`config.mk`:
```
export PLATFORM = sky130hd
export DESIGN_NAME = hlat_cmp
export DESIGN_NICKNAME = d
export VERILOG_FILES = /design/src/rtl/hlat_pkg.sv /design/src/rtl/hlat_cmp.sv
export SDC_FILE = /design/constraint.sdc
export NUM_CORES = 1
export LEC_CHECK = 0
export ABC_AREA = 1
export BUFFER_PORTS_ARGS = -buffer_cell sky130_fd_sc_hd__buf_2
export CAP_MARGIN = 0
export CELL_PAD_IN_SITES_DETAIL_PLACEMENT = 1
export CELL_PAD_IN_SITES_GLOBAL_PLACEMENT = 2
export CORE_ASPECT_RATIO = 1.25
export CORE_MARGIN = 5
export CORE_UTILIZATION = 21
export DETAILED_ROUTE_END_ITERATION = 10
export GPL_TIMING_DRIVEN = 0
export PLACE_DENSITY_LB_ADDON = 0.12
export REMOVE_ABC_BUFFERS = 1
export SLEW_MARGIN = 20
export SYNTH_ARGS = -nofsm -noshare
export SYNTH_HDL_FRONTEND = slang
export SYNTH_SLANG_ARGS = --single-unit
```
`constraint.sdc`:
```
create_clock -name vclk -period 4
set_clock_uncertainty 0.2 [all_clocks]
set_input_delay 0.4 -clock vclk [all_inputs]
set_output_delay 0.4 -clock vclk [all_outputs]
set_load 0.1 [all_outputs]
```
`src/rtl/hlat_pkg.sv`:
```
// ----------------------------------------------------------------------------
// hlat_pkg
// Sizes, types and helper functions of the host location table.
// ----------------------------------------------------------------------------
package hlat_pkg;

	localparam int HOST_ROWS      = 64;
	localparam int SLOTS_PER_HOST = 4;
	localparam int NSLOTS         = HOST_ROWS * SLOTS_PER_HOST;
	localparam int ROW_W          = (HOST_ROWS > 1) ? $clog2(HOST_ROWS) : 1;
	localparam int ROWC_W         = $clog2(HOST_ROWS + 1);
	localparam int SLOT_W         = (SLOTS_PER_HOST > 1) ? $clog2(SLOTS_PER_HOST) : 1;
	localparam int SC_W           = $clog2(SLOTS_PER_HOST + 1);
	localparam int SIDX_W         = (NSLOTS > 1) ? $clog2(NSLOTS) : 1;

	typedef enum logic [1:0] {
		OP_ADD    = 2'd0,
		OP_REMOVE = 2'd1,
		OP_TICK   = 2'd2,
		OP_QUERY  = 2'd3
	} op_t;

	typedef enum logic [1:0] {
		EV_NONE     = 2'd0,
		EV_ADDED    = 2'd1,
		EV_MODIFIED = 2'd2,
		EV_REMOVED  = 2'd3
	} ev_t;

	localparam logic REG_MAX_BINDINGS = 1'b0;
	localparam logic REG_TIMEOUT      = 1'b1;

	typedef struct packed {
		logic [63:0] sw;
		logic [15:0] port;
		logic [31:0] seen;
	} slot_word_t;

	typedef struct packed {
		logic              rh_we;
		logic [ROW_W-1:0]  rh_waddr;
		logic [31:0]       rh_wdata;
		logic [ROW_W-1:0]  rh_raddr;
		logic              sl_we;
		logic [SIDX_W-1:0] sl_waddr;
		slot_word_t        sl_wdata;
		logic [SIDX_W-1:0] sl_raddr;
	} store_req_t;

	typedef struct packed {
		logic match;
		logic older;
		logic newer;
		logic expired;
	} cmp_res_t;

	typedef struct packed {
		ev_t         ev;
		logic [31:0] host;
		logic        found;
		slot_word_t  loc;
		logic [9:0]  expired;
		logic        full;
		logic        last;
	} result_t;

	function automatic logic [SIDX_W-1:0] sidx(logic [ROW_W-1:0] r, logic [SLOT_W-1:0] s);
		return SIDX_W'(r) * SIDX_W'(SLOTS_PER_HOST) + SIDX_W'(s);
	endfunction

	function automatic logic [SC_W-1:0] popcount(logic [SLOTS_PER_HOST-1:0] v);
		logic [SC_W-1:0] n;
		n = '0;
		for (int j = 0; j < SLOTS_PER_HOST; j++)
			n = n + SC_W'(v[j]);
		return n;
	endfunction

	function automatic logic [SLOT_W-1:0] first_zero(logic [SLOTS_PER_HOST-1:0] v);
		logic [SLOT_W-1:0] p;
		p = '0;
		for (int j = SLOTS_PER_HOST - 1; j >= 0; j--)
			if (!v[j])
				p = SLOT_W'(j);
		return p;
	endfunction

	function automatic result_t mk_res(ev_t ev, logic [31:0] host, logic found,
			slot_word_t w, logic [9:0] expired, logic full, logic last);
		result_t r;
		r.ev      = ev;
		r.host    = host;
		r.found   = found;
		r.loc     = found ? w : '0;
		r.expired = expired;
		r.full    = full;
		r.last    = last;
		return r;
	endfunction

endpackage

```
`src/rtl/hlat_cmp.sv`:
```
// ----------------------------------------------------------------------------
// hlat_cmp
// Shared compare unit: matches, age ordering and expiry of one slot.
// ----------------------------------------------------------------------------
module hlat_cmp import hlat_pkg::*; (
	input  slot_word_t  word,
	input  logic [63:0] sw,
	input  logic [15:0] port,
	input  logic [31:0] best_time,
	input  logic [15:0] timeout,
	input  logic [31:0] now,
	output cmp_res_t    res
);

	logic [32:0] limit_time;

	assign limit_time  = {1'b0, word.seen} + {17'b0, timeout};
	assign res.match   = (word.sw == sw) && (word.port == port);
	assign res.older   = word.seen < best_time;
	assign res.newer   = word.seen > best_time;
	assign res.expired = limit_time < {1'b0, now};

endmodule

```
==> flow_summary.toml <==
[outcome]
outcome = "complete, no violations"

[routing]
dr_total_vias = 5835
wl_per_cell_um = 14.3
drt_iter0_markers = 85
antenna_left = 0
drcViolationCount = 0
dr.pass1.iters = 4
drt-vias-per-instance = 4.20
wl_um = 19800

[pwr]
ir_drop_uv = 60.4
powerDensity_nw_per_um2 = 117
p_leak_nw = 3.94

[final_layout]
drive_gt1_frac = 0.302
fillers = 2948
fin_nets = 1463
sequential_cell_total = 0
num-clock-buffers = 0
layout_common_cells = "buf_2, nand2_1, inv_1, ha_1, nor2_1"
regArea_sq_um = 0
layout_commonest_cell = "buf_2"
design_area_sq_um = 6450
synthToLayoutAreaGrowth_pct = 41.6

[setup_path]
path_cells = "buf_2 -> ha_4 -> inv_1 -> fa_2 -> inv_2 -> nand2_1 -> nand2_1 -> nand3_1 -> nand2_2 -> nand2_1 -> nand2_4 -> nand2_1 -> xnor2_2 -> ha_1 -> a21o_1 -> nor2_1 -> nand2_1 -> a21oi_1 -> nand3_1 -> nor2_2 -> buf_12"
required_ps = 3400
worstSetupPathType = "input port to output port"
cpPeakStageDelay_ps = 370
path_max_fanout = 6
critical_path.most_common_cell = "nand2_1"
start_kind = "input port"
crit_path_top_delay_cell = "fa_2"
path_delay_family = "simple AND/OR/NAND/NOR gates"
cp_num_buf_inv = 4
endpoint_kind = "output port"
cp.arrival_ps = 3170

[synthesis]
seq_area_frac_synth = 0
syn_area_per_cell_sq_um = 5.51
synth_area_sq_um = 4550
yosysWarnings = 0
netlist_instances = 827
synth.area.top_cells = "nand2_1, ha_1, inv_1"
synth_cell_type_count = 30
yosysTopAreaCellShare = 0.218
yosys.area.top_type = "nand2_1"

[sta]
maxSlewViolCount = 0
finalCriticalPeriod_ps = 3770
finalSetupViolCount = 0
rsz0062_at_grt = "false"
max_clock_freq_mhz = 265
slew_headroom = 0.658
tns_ps = 0
finalHoldViolations = 0
tightestPinTransition_ps = 517
min_period_over_period = 0.944

[floorplan]
ios = 276
core_area_sq_um = 21500
dieArea_sq_um = 24800
die_y_um = 175
initial_core_util = 0.212
die_w_um = 142
core.rowCount = 60

[placement]
dp_hpwl_um = 19100
place_congestion = 0.781
placed_area_sq_um = 6280
port-buffer-count = 276

[clocking]
cts_hold_buf = 0

[global_routing]
grt_max_degree = 7
grt.overflow.total = 0
first_global_vias = 6272
grt_usage = 0.155
antenna_found_initial = 6
grt_pass1_wl_um = 31100

[hold_path]
hp-class = "input port to output port"

[flow_run]
maxCapViolCount = 0
-- layer usage --
metal / wire, um / GRT usage / up-vias
met1: 7710 / 0.168 / 2576
met5: 46 / 0 / -
met3: 1060 / 0.0279 / 10
met2: 11000 / 0.318 / 129
li1: - / - / 3112
met4: 40 / 0.00880 / 8
-- area by class of cell --
| cell class | instances | area, sq um | area share |
|---|---|---|---|
| multi-input cells | 646 | 3980 | 0.616 |
| well taps | 279 | 349 | 0.0541 |
| diodes | 2 | 5.00 | 0.000776 |
| inverters | 181 | 679 | 0.105 |
| repair buffers | 282 | 1440 | 0.223 |
-- path summary, 6_finish.rpt --
path,start,endpoint,slack (ps),depth (start not counted)
min,now[31],res[0],1210,7
max,word[0],res[0],230,21
-- Yosys cell counts, drive strengths merged --
cell,number
o21ai,7
o2111ai,1
xnor2,55
ha,79
nor4,1
nor2,76
a21boi,1
nand3b,2
o22ai,2
inv,181
a21oi,37
and3,1
nand3,31
nand4,23
nor2b,1
nand2,272
nor3,15
o21a,3
xor2,26
o21bai,2
a21o,2
fa,1
or2,8
-- kinds of logic (layout without fill, tap and decap cells) --
group,after synthesis,after routing,synth area share
AO/OA/AOI/OAI,55,55,0.0670
XOR/XNOR,81,81,0.156
adder cells (fa/ha/maj),80,80,0.221
buffers and inverters,181,463,0.149
other,0,2,0
AND/OR/NAND/NOR,430,430,0.407
-- power by group --
part / total, mW / internal (mW) / switching [mW]
Sequential: 0 / 0 / 0
Clock: 0.0000000675 / 0.0000000674 / 0
Combinational: 0.753 / 0.333 / 0.420
Total: 0.753 / 0.333 / 0.420
-- repair_timing --
| item | CTS | global route |
|---|---|---|
| pin swaps | 0 | 10 |
| buffers inserted | 0 | 6 |
| endpoints found under the setup margin | 1 | 1 |
| resized for setup | 11 | 16 |
-- metrics by stage --
stage	utilization	hold WS [ps]	power (mW)	std cells	worst slack (ps)
CTS	0.295	1230	0.753	1382	47.4
floorplan	-	1180	0.447	827	-417
global route	0.300	1260	0.871	1390	1.24
finish	0.300	1210	0.753	1390	225
global placement	0.293	1310	0.731	1382	-319
detailed placement	0.293	1320	0.740	1382	-336
(Power assumes the default switching activity.)
